<file path="src/sv/tcch_pkg.sv">
`timescale 1ns / 1ps
// ----------------------------------------------------------------------------
// tcch_pkg
// Shared types, widths and the arctangent table for the compass heading block.
// ----------------------------------------------------------------------------
package tcch_pkg;

    localparam int CORDIC_STEPS = 16;
    localparam int SAMPLE_BITS  = 16;
    localparam int STEP_W       = $clog2(CORDIC_STEPS);
    localparam int TAB_IDX_W    = 5;

    localparam int CW   = 60;
    localparam int ZW   = 27;
    localparam int MA_W = 22;
    localparam int MB_W = 17;
    localparam int MP_W = MA_W + MB_W;
    localparam int OFS_W = 19;
    localparam int SC_W  = 17;

    localparam logic [14:0] EXTENT_RESET = 15'd2180;
    localparam logic signed [CW-1:0] INV_GAIN_Q30 = 60'sd652032875;

    typedef enum logic [3:0] {
        S_IDLE,
        S_OFFS,
        S_SCP_GO,
        S_SCP_RUN,
        S_SCR_GO,
        S_SCR_RUN,
        S_MUL,
        S_AT_GO,
        S_AT_RUN,
        S_OUT
    } t_state;

    typedef struct packed {
        logic start;
        logic rotate;
    } t_cordic_ctl;

    function automatic logic signed [ZW-1:0] atan_tab(input logic [TAB_IDX_W-1:0] idx);
        logic signed [ZW-1:0] v;
        case (idx)
            5'd0:  v = 27'sd1152000;
            5'd1:  v = 27'sd680065;
            5'd2:  v = 27'sd359328;
            5'd3:  v = 27'sd182400;
            5'd4:  v = 27'sd91554;
            5'd5:  v = 27'sd45822;
            5'd6:  v = 27'sd22916;
            5'd7:  v = 27'sd11459;
            5'd8:  v = 27'sd5730;
            5'd9:  v = 27'sd2865;
            5'd10: v = 27'sd1432;
            5'd11: v = 27'sd716;
            5'd12: v = 27'sd358;
            5'd13: v = 27'sd179;
            5'd14: v = 27'sd90;
            5'd15: v = 27'sd45;
            5'd16: v = 27'sd22;
            5'd17: v = 27'sd11;
            5'd18: v = 27'sd6;
            5'd19: v = 27'sd3;
            5'd20: v = 27'sd1;
            5'd21: v = 27'sd1;
            default: v = 27'sd0;
        endcase
        return v;
    endfunction

endpackage

</file>
<file path="src/sv/tilt_compensated_compass_heading.sv">
`timescale 1ns / 1ps
// ----------------------------------------------------------------------------
// tilt_compensated_compass_heading
// Hard-iron offset tracking, tilt compensation and heading from one
// magnetometer sample and attitude angles.
// ----------------------------------------------------------------------------
//  channel   signals                                   direction
//  input     i_valid, o_stall, i_mag_*, i_attitude_*   in
//  output    o_valid, i_stall, o_heading_cdeg          out
//  config    i_cfg_wr_en, i_cfg_wr_data                in
//
//  An item passes through the offset, pitch and roll sine/cosine, multiply,
//  heading and output states: three CORDIC runs on the single shared engine,
//  the products on the shared multiplier. The heading run is skipped when both
//  heading terms are zero. The next item is taken in the idle state after output.
//  The input is stalled while an item is in work; a finished result waits in
//  the output register and a new item may be taken meanwhile. A result that
//  finds the output register still stalled holds the sequencer until it frees.
//  Reset is synchronous; it loads the trackers from extent 2180.
// ----------------------------------------------------------------------------
module tilt_compensated_compass_heading (
    input  logic               i_clk,
    input  logic               i_rst_n,
    input  logic               i_valid,
    output logic               o_stall,
    input  logic signed [15:0] i_mag_x_raw,
    input  logic signed [15:0] i_mag_y_raw,
    input  logic signed [15:0] i_mag_z_raw,
    input  logic signed [15:0] i_attitude_pitch_cdeg,
    input  logic signed [15:0] i_attitude_roll_cdeg,
    output logic               o_valid,
    input  logic               i_stall,
    output logic signed [15:0] o_heading_cdeg,
    input  logic               i_cfg_wr_en,
    input  logic [14:0]        i_cfg_wr_data
);
    import tcch_pkg::*;

    t_state r_state, n_state;

    logic signed [15:0]    r_max [3];
    logic signed [15:0]    r_min [3];
    logic signed [15:0]    r_raw [3];
    logic signed [OFS_W-1:0] r_m [3];
    logic signed [16:0]    r_roll, r_pitch;
    logic                  r_flip;
    logic signed [SC_W-1:0] r_cp, r_sp, r_cr, r_sr;
    logic [2:0]            r_mstep;
    logic signed [MP_W-1:0] r_u, r_hy;
    logic signed [CW-1:0]  r_hx;
    logic signed [15:0]    r_head, r_out;
    logic                  r_ovalid;

    logic                  w_in_acc, w_out_free;
    logic signed [15:0]    w_raw [3];
    t_cordic_ctl           w_cctl;
    logic signed [CW-1:0]  w_cx, w_cy, c_x, c_y;
    logic signed [ZW-1:0]  w_cz, c_z;
    logic                  c_busy, c_done;
    logic signed [MA_W-1:0] w_ma;
    logic signed [MB_W-1:0] w_mb;
    logic signed [MP_W-1:0] m_p;
    logic signed [17:0]    w_ang;
    logic                  w_flip;
    logic signed [CW-1:0]  w_ax, w_ay, w_xr, w_yr, w_hy_s;
    logic signed [SC_W-1:0] w_cos, w_sin;
    logic signed [ZW-1:0]  w_zr;
    logic                  w_zero;

    tcch_cordic u_cordic (
        .i_clk   (i_clk),
        .i_rst_n (i_rst_n),
        .i_ctl   (w_cctl),
        .i_x     (w_cx),
        .i_y     (w_cy),
        .i_z     (w_cz),
        .o_busy  (c_busy),
        .o_done  (c_done),
        .o_x     (c_x),
        .o_y     (c_y),
        .o_z     (c_z)
    );

    tcch_mul u_mul (
        .i_clk (i_clk),
        .i_a   (w_ma),
        .i_b   (w_mb),
        .o_p   (m_p)
    );

    assign w_in_acc   = i_valid && !o_stall;
    assign w_out_free = !r_ovalid || !i_stall;

    always_comb begin
        w_raw[0] = 16'(signed'(i_mag_x_raw[SAMPLE_BITS-1:0]));
        w_raw[1] = 16'(signed'(i_mag_y_raw[SAMPLE_BITS-1:0]));
        w_raw[2] = 16'(signed'(i_mag_z_raw[SAMPLE_BITS-1:0]));
    end

    // angle reduction for sine/cosine
    always_comb begin
        w_ang  = (r_state == S_SCP_GO) ? 18'(r_pitch) : 18'(r_roll);
        w_flip = 1'b0;
        if (w_ang > 18'sd18000) w_ang = w_ang - 18'sd36000;
        if (w_ang < -18'sd18000) w_ang = w_ang + 18'sd36000;
        if (w_ang > 18'sd9000) begin
            w_ang  = w_ang - 18'sd18000;
            w_flip = 1'b1;
        end else if (w_ang < -18'sd9000) begin
            w_ang  = w_ang + 18'sd18000;
            w_flip = 1'b1;
        end
    end

    // round and saturate sine/cosine
    always_comb begin
        w_xr = (c_x + CW'(16384)) >>> 15;
        w_yr = (c_y + CW'(16384)) >>> 15;
        if (w_xr > CW'(32767)) w_cos = SC_W'(32767);
        else if (w_xr < -CW'(32768)) w_cos = -SC_W'(32768);
        else w_cos = SC_W'(w_xr);
        if (w_yr > CW'(32767)) w_sin = SC_W'(32767);
        else if (w_yr < -CW'(32768)) w_sin = -SC_W'(32768);
        else w_sin = SC_W'(w_yr);
        if (r_flip) begin
            w_cos = -w_cos;
            w_sin = -w_sin;
        end
    end

    // atan2 set-up with quarter-turn pre-rotation
    always_comb begin
        w_hy_s = -(CW'(r_hy) <<< 15);
        w_zero = (r_hx == '0) && (w_hy_s == '0);
        w_ax   = r_hx;
        w_ay   = w_hy_s;
        w_zr   = '0;
        if (r_hx[CW-1]) begin
            if (!w_hy_s[CW-1]) begin
                w_ax = w_hy_s;
                w_ay = -r_hx;
                w_zr = ZW'(9000 * 256);
            end else begin
                w_ax = -w_hy_s;
                w_ay = r_hx;
                w_zr = -ZW'(9000 * 256);
            end
        end
    end

    // multiplier operand select
    always_comb begin
        w_ma = '0;
        w_mb = '0;
        case (r_mstep)
            3'd0: begin w_ma = MA_W'(r_m[0]); w_mb = r_cp; end
            3'd1: begin w_ma = MA_W'(r_m[1]); w_mb = r_sr; end
            3'd2: begin w_ma = MA_W'(r_m[2]); w_mb = r_cr; end
            3'd3: begin w_ma = MA_W'(r_m[1]); w_mb = r_cr; end
            3'd4: begin w_ma = r_u[MA_W+15:16]; w_mb = r_sp; end
            3'd5: begin w_ma = MA_W'({1'b0, r_u[15:0]}); w_mb = r_sp; end
            3'd6: begin w_ma = MA_W'(r_m[2]); w_mb = r_sr; end
            default: begin w_ma = '0; w_mb = '0; end
        endcase
    end

    // next state
    always_comb begin
        n_state = r_state;
        case (r_state)
            S_IDLE:    if (w_in_acc) n_state = S_OFFS;
            S_OFFS:    n_state = S_SCP_GO;
            S_SCP_GO:  n_state = S_SCP_RUN;
            S_SCP_RUN: if (c_done) n_state = S_SCR_GO;
            S_SCR_GO:  n_state = S_SCR_RUN;
            S_SCR_RUN: if (c_done) n_state = S_MUL;
            S_MUL:     if (r_mstep == 3'd7) n_state = S_AT_GO;
            S_AT_GO:   n_state = w_zero ? S_OUT : S_AT_RUN;
            S_AT_RUN:  if (c_done) n_state = S_OUT;
            S_OUT:     if (w_out_free) n_state = S_IDLE;
            default:   n_state = S_IDLE;
        endcase
    end

    // outputs of the sequencer
    always_comb begin
        o_stall       = 1'b1;
        w_cctl.start  = 1'b0;
        w_cctl.rotate = 1'b1;
        w_cx          = INV_GAIN_Q30;
        w_cy          = '0;
        w_cz          = ZW'(w_ang) <<< 8;
        case (r_state)
            S_IDLE: o_stall = 1'b0;
            S_SCP_GO, S_SCR_GO: w_cctl.start = 1'b1;
            S_AT_GO: begin
                w_cctl.start  = !w_zero;
                w_cctl.rotate = 1'b0;
                w_cx          = w_ax;
                w_cy          = w_ay;
                w_cz          = w_zr;
            end
            default: o_stall = 1'b1;
        endcase
    end

    always_ff @(posedge i_clk) begin
        if (!i_rst_n) begin
            r_state  <= S_IDLE;
            r_ovalid <= 1'b0;
            for (int i = 0; i < 3; i++) begin
                r_max[i] <= -16'(EXTENT_RESET);
                r_min[i] <= 16'(EXTENT_RESET);
            end
        end else begin
            r_state <= n_state;
            if (r_state == S_OUT && w_out_free) r_ovalid <= 1'b1;
            else if (r_ovalid && !i_stall) r_ovalid <= 1'b0;
            if (i_cfg_wr_en) begin
                for (int i = 0; i < 3; i++) begin
                    r_max[i] <= -16'(i_cfg_wr_data);
                    r_min[i] <= 16'(i_cfg_wr_data);
                end
            end else if (w_in_acc) begin
                for (int i = 0; i < 3; i++) begin
                    if (w_raw[i] > r_max[i]) r_max[i] <= w_raw[i];
                    if (w_raw[i] < r_min[i]) r_min[i] <= w_raw[i];
                end
            end
        end
    end

    always_ff @(posedge i_clk) begin
        if (w_in_acc) begin
            r_raw   <= w_raw;
            r_roll  <= 17'(i_attitude_pitch_cdeg);
            r_pitch <= -17'(i_attitude_roll_cdeg);
        end
        case (r_state)
            S_OFFS: begin
                for (int i = 0; i < 3; i++) begin
                    r_m[i] <= (OFS_W'(r_raw[i]) <<< 1) - (OFS_W'(r_max[i]) + OFS_W'(r_min[i]));
                end
                r_mstep <= '0;
            end
            S_SCP_GO, S_SCR_GO: r_flip <= w_flip;
            S_SCP_RUN: if (c_done) begin
                r_cp <= w_cos;
                r_sp <= w_sin;
            end
            S_SCR_RUN: if (c_done) begin
                r_cr <= w_cos;
                r_sr <= w_sin;
            end
            S_MUL: begin
                r_mstep <= r_mstep + 1'b1;
                case (r_mstep)
                    3'd1: r_hx <= CW'(m_p) <<< 15;
                    3'd2: r_u  <= m_p;
                    3'd3: r_u  <= r_u + m_p;
                    3'd4: r_hy <= m_p;
                    3'd5: r_hx <= r_hx + (CW'(m_p) <<< 16);
                    3'd6: r_hx <= r_hx + CW'(m_p);
                    3'd7: r_hy <= r_hy - m_p;
                    default: r_hx <= r_hx;
                endcase
            end
            S_AT_GO: r_head <= '0;
            S_AT_RUN: if (c_done) begin
                if (((c_z + ZW'(128)) >>> 8) > ZW'(18000)) r_head <= 16'sd18000;
                else if (((c_z + ZW'(128)) >>> 8) < -ZW'(18000)) r_head <= -16'sd18000;
                else r_head <= 16'((c_z + ZW'(128)) >>> 8);
            end
            default: r_head <= r_head;
        endcase
        if (r_state == S_OUT && w_out_free) r_out <= r_head;
    end

    assign o_valid        = r_ovalid;
    assign o_heading_cdeg = r_out;

`ifndef NO_ASSERTIONS
    a_stall_busy: assert property (@(posedge i_clk) disable iff (!i_rst_n)
        (r_state != S_IDLE) |-> o_stall)
        else $error("input taken while busy");
    a_accept_offs: assert property (@(posedge i_clk) disable iff (!i_rst_n)
        w_in_acc |=> (r_state == S_OFFS))
        else $error("accepted item not started");
    a_cordic_owner: assert property (@(posedge i_clk) disable iff (!i_rst_n)
        c_busy |-> (r_state == S_SCP_RUN || r_state == S_SCR_RUN || r_state == S_AT_RUN))
        else $error("cordic running outside a run state");
`endif

endmodule

</file>
<file path="src/sv/tcch_cordic.sv">
`timescale 1ns / 1ps
// ----------------------------------------------------------------------------
// tcch_cordic
// Shared CORDIC engine, rotation or vectoring mode, one micro-rotation a cycle.
// ----------------------------------------------------------------------------
module tcch_cordic (
    input  logic                              i_clk,
    input  logic                              i_rst_n,
    input  tcch_pkg::t_cordic_ctl             i_ctl,
    input  logic signed [tcch_pkg::CW-1:0]    i_x,
    input  logic signed [tcch_pkg::CW-1:0]    i_y,
    input  logic signed [tcch_pkg::ZW-1:0]    i_z,
    output logic                              o_busy,
    output logic                              o_done,
    output logic signed [tcch_pkg::CW-1:0]    o_x,
    output logic signed [tcch_pkg::CW-1:0]    o_y,
    output logic signed [tcch_pkg::ZW-1:0]    o_z
);
    import tcch_pkg::*;

    logic signed [CW-1:0] r_x, r_y, n_x, n_y;
    logic signed [ZW-1:0] r_z, n_z;
    logic [STEP_W-1:0]    r_step;
    logic                 r_busy, r_done, r_rot;
    logic signed [CW-1:0] w_xs, w_ys;
    logic signed [ZW-1:0] w_t;
    logic                 w_neg;

    always_comb begin
        w_xs  = r_x >>> r_step;
        w_ys  = r_y >>> r_step;
        w_t   = atan_tab(TAB_IDX_W'(r_step));
        w_neg = r_rot ? !r_z[ZW-1] : r_y[CW-1];
        if (w_neg) begin
            n_x = r_x - w_ys;
            n_y = r_y + w_xs;
            n_z = r_z - w_t;
        end else begin
            n_x = r_x + w_ys;
            n_y = r_y - w_xs;
            n_z = r_z + w_t;
        end
    end

    always_ff @(posedge i_clk) begin
        if (!i_rst_n) begin
            r_busy <= 1'b0;
            r_done <= 1'b0;
            r_step <= '0;
        end else begin
            r_done <= 1'b0;
            if (i_ctl.start) begin
                r_busy <= 1'b1;
                r_step <= '0;
            end else if (r_busy) begin
                r_step <= r_step + 1'b1;
                if (r_step == STEP_W'(CORDIC_STEPS - 1)) begin
                    r_busy <= 1'b0;
                    r_done <= 1'b1;
                end
            end
        end
    end

    always_ff @(posedge i_clk) begin
        if (i_ctl.start) begin
            r_x   <= i_x;
            r_y   <= i_y;
            r_z   <= i_z;
            r_rot <= i_ctl.rotate;
        end else if (r_busy) begin
            r_x <= n_x;
            r_y <= n_y;
            r_z <= n_z;
        end
    end

    assign o_busy = r_busy;
    assign o_done = r_done;
    assign o_x    = r_x;
    assign o_y    = r_y;
    assign o_z    = r_z;

endmodule

</file>
<file path="src/sv/tcch_mul.sv">
`timescale 1ns / 1ps
// ----------------------------------------------------------------------------
// tcch_mul
// Shared signed multiplier with a registered product.
// ----------------------------------------------------------------------------
module tcch_mul (
    input  logic                               i_clk,
    input  logic signed [tcch_pkg::MA_W-1:0]   i_a,
    input  logic signed [tcch_pkg::MB_W-1:0]   i_b,
    output logic signed [tcch_pkg::MP_W-1:0]   o_p
);
    import tcch_pkg::*;

    logic signed [MP_W-1:0] r_p;

    always_ff @(posedge i_clk) begin
        r_p <= MP_W'(i_a) * MP_W'(i_b);
    end

    assign o_p = r_p;

endmodule
</file>
<file path="config.mk">
export PLATFORM = sky130hd
export DESIGN_NAME = tilt_compensated_compass_heading
export DESIGN_NICKNAME = d
export VERILOG_FILES = /design/src/sv/tcch_pkg.sv /design/src/sv/tilt_compensated_compass_heading.sv /design/src/sv/tcch_cordic.sv /design/src/sv/tcch_mul.sv
export SDC_FILE = /design/constraint.sdc
export NUM_CORES = 2
export LEC_CHECK = 0
export CORE_MARGIN = 3
export CORE_UTILIZATION = 30
export CTS_BUF_LIST = sky130_fd_sc_hd__clkbuf_4
export DETAILED_ROUTE_END_ITERATION = 8
export DONT_BUFFER_PORTS = 1
export GPL_TIMING_DRIVEN = 0
export PLACE_DENSITY = 0.52
export SLEW_MARGIN = 20
export SYNTH_ARGS = -nofsm -noshare
export SYNTH_HDL_FRONTEND = slang
export SYNTH_HIERARCHICAL = 1
export SYNTH_SLANG_ARGS = --single-unit
</file>
<file path="constraint.sdc">
create_clock -name i_clk -period 8.82 [get_ports i_clk]
set_clock_uncertainty 0.05 [all_clocks]
set_input_delay 1.764 -clock i_clk [delete_from_list [all_inputs] [get_ports i_clk]]
set_output_delay 1.764 -clock i_clk [all_outputs]
set_load 0.03 [all_outputs]
</file>
======== Word level (Yosys, flattened, before mapping) ========
Memory sizes are Yosys's and may differ from the RTL's. A register that Yosys moved wholly into a read port is not among the register bits.
Index checks and enable logic that the tools add are counted.
operators by class
  $mul .................................... 1
  eq/ne operators ......................... 23
  shift operators ......................... 2
  mux-type cells .......................... 108
  add/sub/neg operators ................... 32
  bitwise gates (word level) .............. 14
  reductions and logical operators ........ 35
  magnitude comparators ................... 16
operators with widths
  operator                                               number
  two-way mux 60 bit                                     12
  two-way mux 16 bit                                     15
  one-hot mux 60 bit (3 select lines)                    1
  two-way mux 27 bit                                     6
  one-hot mux 39 bit (2 select lines)                    2
  adder 60 x 16 -> 60 bit (second input constant)        2
  adder 60 bit                                           2
  zero test 60 bit                                       2
  negation 60 bit                                        2
  >>> shifter 60 x 4 -> 60 bit                           2
  subtractor 60 bit                                      2
  one-hot mux 22 bit (5 select lines)                    1
  two-way mux 17 bit                                     6
  > comparator 45 x 16 -> 1 bit (second input constant)  2
  < comparator 45 x 16 -> 1 bit (second input constant)  2
  two-way mux 18 bit                                     5
  one-hot mux 17 bit (4 select lines)                    1
  adder 60 x 39 -> 60 bit                                1
  adder 60 x 55 -> 60 bit                                1
  negation 54 -> 60 bit                                  1
  subtractor 17 x 17 -> 18 bit                           3
  adder 16 x 16 -> 17 bit                                3
  > comparator 16 bit                                    3
  < comparator 16 bit                                    3
  49 further kinds                                       151
storage, ports and cells
  logic and storage cells ................. 261
  ROM bits ................................ 336
  output and inout port bits .............. 18
  memory bits (writable) .................. 153
  memories kept ........................... 4
  flip-flop bits (word level) ............. 521
memories
  name              words  bits a word  read ports  clocked after memory_dff  wr ports  line                                    RTL
  (name not given)  16     21           1           1                         0         tcch_pkg.sv:44                          case (idx)
  r_m               3      19           3           0                         3         tilt_compensated_compass_heading.sv:44  logic signed [OFS_W-1:0] r_m [3];
  r_max             3      16           3           0                         3         tilt_compensated_compass_heading.sv:41  logic signed [15:0] r_max [3];
  r_min             3      16           3           0                         3         tilt_compensated_compass_heading.sv:42  logic signed [15:0] r_min [3];

======== Logic depth before layout (Yosys ltp) ========
  word-level depth ........................ 11
  mapped depth ............................ 34
  mapped depth without buffers ............ 29

======== Modules after synthesis ========
Netlist, hierarchy kept.
modules (own cells, without submodules)
  module                            cells an instance  area an instance (µm²)  instances  sequential area each (µm²)
  tilt_compensated_compass_heading  4,820              43,067.6                1          14,273.7
  tcch_cordic                       2,984              25,080.3                1          4,984.8
  tcch_mul                          1,562              14,406.3                1          780.7

======== Least setup slack after synthesis ========
OpenSTA, ideal clock, no wires.
  path type ............................... reg-to-reg
  from .................................... reg r_mstep[0]
  to ...................................... reg u_mul.r_p[33], in the netlist u_mul/o_p[33]
  period minus slack after synthesis ...... 8,025 ps
  slack ................................... 795 ps
  arrival ................................. 7,839 ps
  data required time ...................... 8,634 ps
  setup time .............................. 136 ps
  buffers on the path ..................... 4
  stages on the path, launching flop included .. 32
  path through ............................ edfxtp_1 > ha_1 > ha_1 > clkbuf_1 > a21o_1 > clkbuf_1 > clkbuf_1 > a22o_1 > a221o_1 > clkbuf_1 > and2_1 > fa_1 > inv_1 > fa_1 > inv_1 > fa_1 > inv_1 > fa_1 > inv_1 > fa_1 > inv_1 > fa_1 > inv_1 > ha_1 > a21o_1 > a2111oi_4 > nand3_1 > a41o_2 > a311o_1 > a31o_1 > a2111oi_0 > a211oi_1
between the ends
  word-level cells in the longest chain between the ends .. 4
ends and longest elaborated chain
  item                                         line                                     RTL
  start: declaration                           tilt_compensated_compass_heading.sv:48   logic [2:0] r_mstep;
  start signal: assignment                     tilt_compensated_compass_heading.sv:256  r_mstep <= r_mstep + 1'b1;
  == test 3 bit, or another cell as far along  tilt_compensated_compass_heading.sv:155  case (r_mstep)
  OR reduction 2 bit (no line)                 -
  one-hot mux 17 bit (4 select lines) (*)      tilt_compensated_compass_heading.sv:155
  named net w_mb[7]                            tilt_compensated_compass_heading.sv:61   logic signed [MB_W-1:0] w_mb;
  multiplier 22 x 17 -> 39 bit (*)             tcch_mul.sv:17                           r_p <= MP_W'(i_a) * MP_W'(i_b);
  end signal: assignment                       tcch_mul.sv:17
  end: declaration                             tcch_mul.sv:14                           logic signed [MP_W-1:0] r_p;
The timed path passes the listed nets; every way through them passes the cells marked *.
A chain may end at the register's enable or synchronous reset.

======== Final worst setup path ========
  from .................................... reg u_cordic.r_step[2]
  to ...................................... reg u_cordic.r_y[56], in the netlist u_cordic/o_y[56] (data pin)
between the ends
  word-level cells in the longest chain between the ends .. 5
ends and longest elaborated chain
  item                                               line                                  RTL
  start: declaration                                 tcch_cordic.sv:23                     logic [STEP_W-1:0] r_step;
  start signal: assignment                           tcch_cordic.sv:56                     r_step <= r_step + 1'b1;
  >>> shifter 60 x 4 -> 60 bit (*)                   tcch_cordic.sv:30                     w_xs = r_x >>> r_step;
  subtractor 60 bit or adder 60 bit (tied branches)  tcch_cordic.sv:40, tcch_cordic.sv:36
  two-way mux 60 bit (*)                             tcch_cordic.sv:34                     if (w_neg) begin
  two-way mux 60 bit (*)                             tcch_cordic.sv:71                     end else if (r_busy) begin
  two-way mux 60 bit (*)                             tcch_cordic.sv:66                     if (i_ctl.start) begin
  end signal: assignment                             tcch_cordic.sv:68                     r_y <= i_y;
  end signal: assignment                             tcch_cordic.sv:73                     r_y <= n_y;
  end: declaration                                   tcch_cordic.sv:21                     logic signed [CW-1:0] r_x, r_y, n_x, n_y;
Mark *: on every way between the ends. The rest lies on a longest branch, timed or not. The select of a mux whose other input is x is not followed.

==> results.toml <==
[critical_path]
critical_path_buf_inv_count = 6
critPathArrivalTime_ps = 9700
slowest_stage = "clkdlybuf4s15_1"
critPathTopFamily = "buffers and inverters"
cpMostUsedCell = "o21ai_0"
worst_setup_path_start_kind = "register"
end_kind = "register"
critPathKind = "reg2reg"
cp.depth = 25
critPathMaxFanout = 10
slowest_delay_ps = 820
cp.required_ps = 9730
ff2ff_path_depth = 25

[detailed_routing]
drt-vias-per-instance = 5.71
drc_errors = 0
drt_pass1_iterations = 8
drt_iter0_drc = 7448
via_count = 76290
routed_wl_um = 362000
wl_per_cell_um = 27.1
ant_nets = 0

[grt]
track_usage_pct = 25.0
antenna_found_initial = 26
grt-ovfl-total = 0
grt_max_degree = 50
grt_pass1_vias = 74614
grt_first_pass_wirelength_um = 519000

[clock_tree]
cts_buffer_depth = 4
holdBufCountCts = 0
cts_tree = "done"
clock-sinks = 691
insertion_delay_ps = 1260
cts-root-buf = "clkbuf_4"
path_clk_slew_ps = 70
htreeDepth = 4
cts-buffers-inserted = 211

[die]
fp-row-count = 191
initial_utilization_pct = 30.3
die_h_um = 531
fp.coreArea_um2 = 272000
ios = 118
die_x_um = 531
dieArea_um2 = 282000

[finish]
layout-drive-gt1-share_pct = 9.81
area_growth_pct = 10.2
fin_nets = 10741
stdcell_count = 13359

[sta]
fmax_ghz = 0.114
min_period_ps = 8780
tightestPinTransition_ps = 1340
hold_violations = 0
whs_ps = 370
slew_viol_final = 0
finalSetupViolations = 0
finalCritPeriodShare_pct = 99.6
slew_headroom_pct = 10.9

[synth]
netlist_area_um2 = 82600
synthCells = 9366
ys_top_cells_by_area = "edfxtp_1 23%, fa_1 10%, ha_1 9.1%, xnor2_1 4.7%, nand2_1 4.5%"
synthAdderAreaFrac_pct = 19.4
synth_cell_types = 126
synthMuxAreaShare_pct = 6.72
synth_edf_count = 620
yosysSeqAreaShare_pct = 24.3
yosys.area.top_type = "edfxtp_1"
synth_compound_area_share_pct = 19.5
yosysTopAreaCellShare_pct = 22.6
synth_top_family_by_area = "compound AO/OA/AOI/OAI gates"
synth_xor_xnor_area_share_pct = 7.87
post_synth_and_or_nand_nor_area_fraction_pct = 16.5
syn_avg_cell_area_um2 = 8.81
ys_warn_count = 6
synth_seq_cells = 691
async_flop_share_pct = 0
ys.flop_type = "edfxtp_1"

[place]
dp_hpwl_um = 290000
place_inst = 12965
gp_congestion = 1.02
io_buffer_count = 0

[run_status]
status = "finished clean"

[min_path]
worst_hold_path_type = "reg2reg"
holdPathStages = 0

[job]
drv_cap = 0
metal layers:
layer / GRT usage, % / routed length, um
met4: 14.0 / 23700
met2: 39.7 / 162000
met5: 0 / 39
met1: 31.5 / 148000
met3: 5.31 / 29100
Yosys cell counts, types with 117 or more instances:
cell,count
nand2_1,981
inv_1,772
o21ai_0,634
edfxtp_1,620
ha_1,600
a21oi_1,590
nor2_1,590
xnor2_1,447
fa_1,426
clkbuf_1,318
xor2_1,288
a21o_1,244
and2_1,231
mux2i_1,197
nor3_1,188
nand3_1,182
mux2_2,125
a211oi_1,117
area by class of cell:
| class | count | area, um^2 |
|---|---|---|
| repair buffers | 43 | 537 |
| multi-input cells | 7492 | 58300 |
| fillers | 28296 | 181000 |
| diodes | 15 | 37.5 |
| inverters | 775 | 2910 |
| clock buffers | 308 | 2310 |
| clock inverters | 64 | 362 |
| plain buffers | 401 | 1970 |
| flip-flops and latches | 691 | 20000 |
| well taps | 3570 | 4470 |
through the flow:
step	util, %	cell area [um^2]	TNS (ps)	worst slack [ps]
5_1_grt	33.4	90900	-2.96	-2.96
3_3_place_gp	32.0	87100	-779170	-3700
2_1_floorplan	-	82600	0	795
4_1_cts	33.3	90500	0	1.34
3_5_place_dp	32.2	87500	-213670	-3440
6_report	33.4	91000	0	35.9
registers in the layout, summed over array words and instances (netlist names), 16 cells and up:
signal / count
o_heading_cdeg: 16
r_cp: 17
r_cr: 17
r_head: 16
r_hx: 60
r_hy: 39
r_m: 54
r_max: 48
r_min: 48
r_pitch: 17
r_raw: 48
r_roll: 16
r_sp: 17
r_sr: 17
r_u: 38
u_cordic/o_x: 60
u_cordic/o_y: 60
u_cordic/o_z: 27
u_cordic/w_t: 21
u_mul/o_p: 39
timing repair:
item,4_1_cts,5_1_grt
pin swaps,1,17
setup endpoints to repair,129,37
setup buffers,3,19
gates resized for setup,147,129
worst paths after layout:
check / start / end / slack [ps]
min reg2reg: r_head[12] / o_heading_cdeg[12] / 370
min: r_head[12] / o_heading_cdeg[12] / 370
max reg2reg: u_cordic/r_step[2] / u_cordic/o_y[56] / 40
max: u_cordic/r_step[2] / u_cordic/o_y[56] / 40
cell usage in the layout (no fill, tap or decap), types with 105 or more instances in the layout:
master    synthesis  layout
a211oi_1        117     112
a21o_1          244     237
a21oi_1         590     587
and2_1          231     230
clkbuf_1        318     231
clkbuf_4          0     332
edfxtp_1        620     620
fa_1            426     423
ha_1            600     592
inv_1           772     771
mux2_2          125     125
mux2i_1         197     197
nand2_1         981     961
nand2b_1        106     105
nand3_1         182     180
nor2_1          590     582
nor3_1          188     185
o21ai_0         634     629
xnor2_1         447     443
xor2_1          288     288
worst reg2reg max path: cells and delay by family (launching register included):
family,cells,cell delay (ps)
buffers and inverters,6,2850
xor gates and xnor gates,1,440
AOI/OAI and AO/OA,11,2560
and+or+nand+nor,5,1430
muxes,1,420
DFF,1,480
adders and majority gates,1,320
logic make-up (layout without fill, tap and decap cells):
| kind of cell | Yosys count | after routing |
|---|---|---|
| AOI/OAI and AO/OA | 2471 | 2471 |
| xor gates and xnor gates | 738 | 738 |
| adders and majority gates | 1026 | 1026 |
| buffers and inverters | 1191 | 1591 |
| DFF | 691 | 691 |
| muxes | 418 | 418 |
| other | 1 | 24 |
| and+or+nand+nor | 2830 | 2830 |
Power is not shown: default switching activity piles up to over one toggle a cycle in this logic, so the estimate is an artifact.
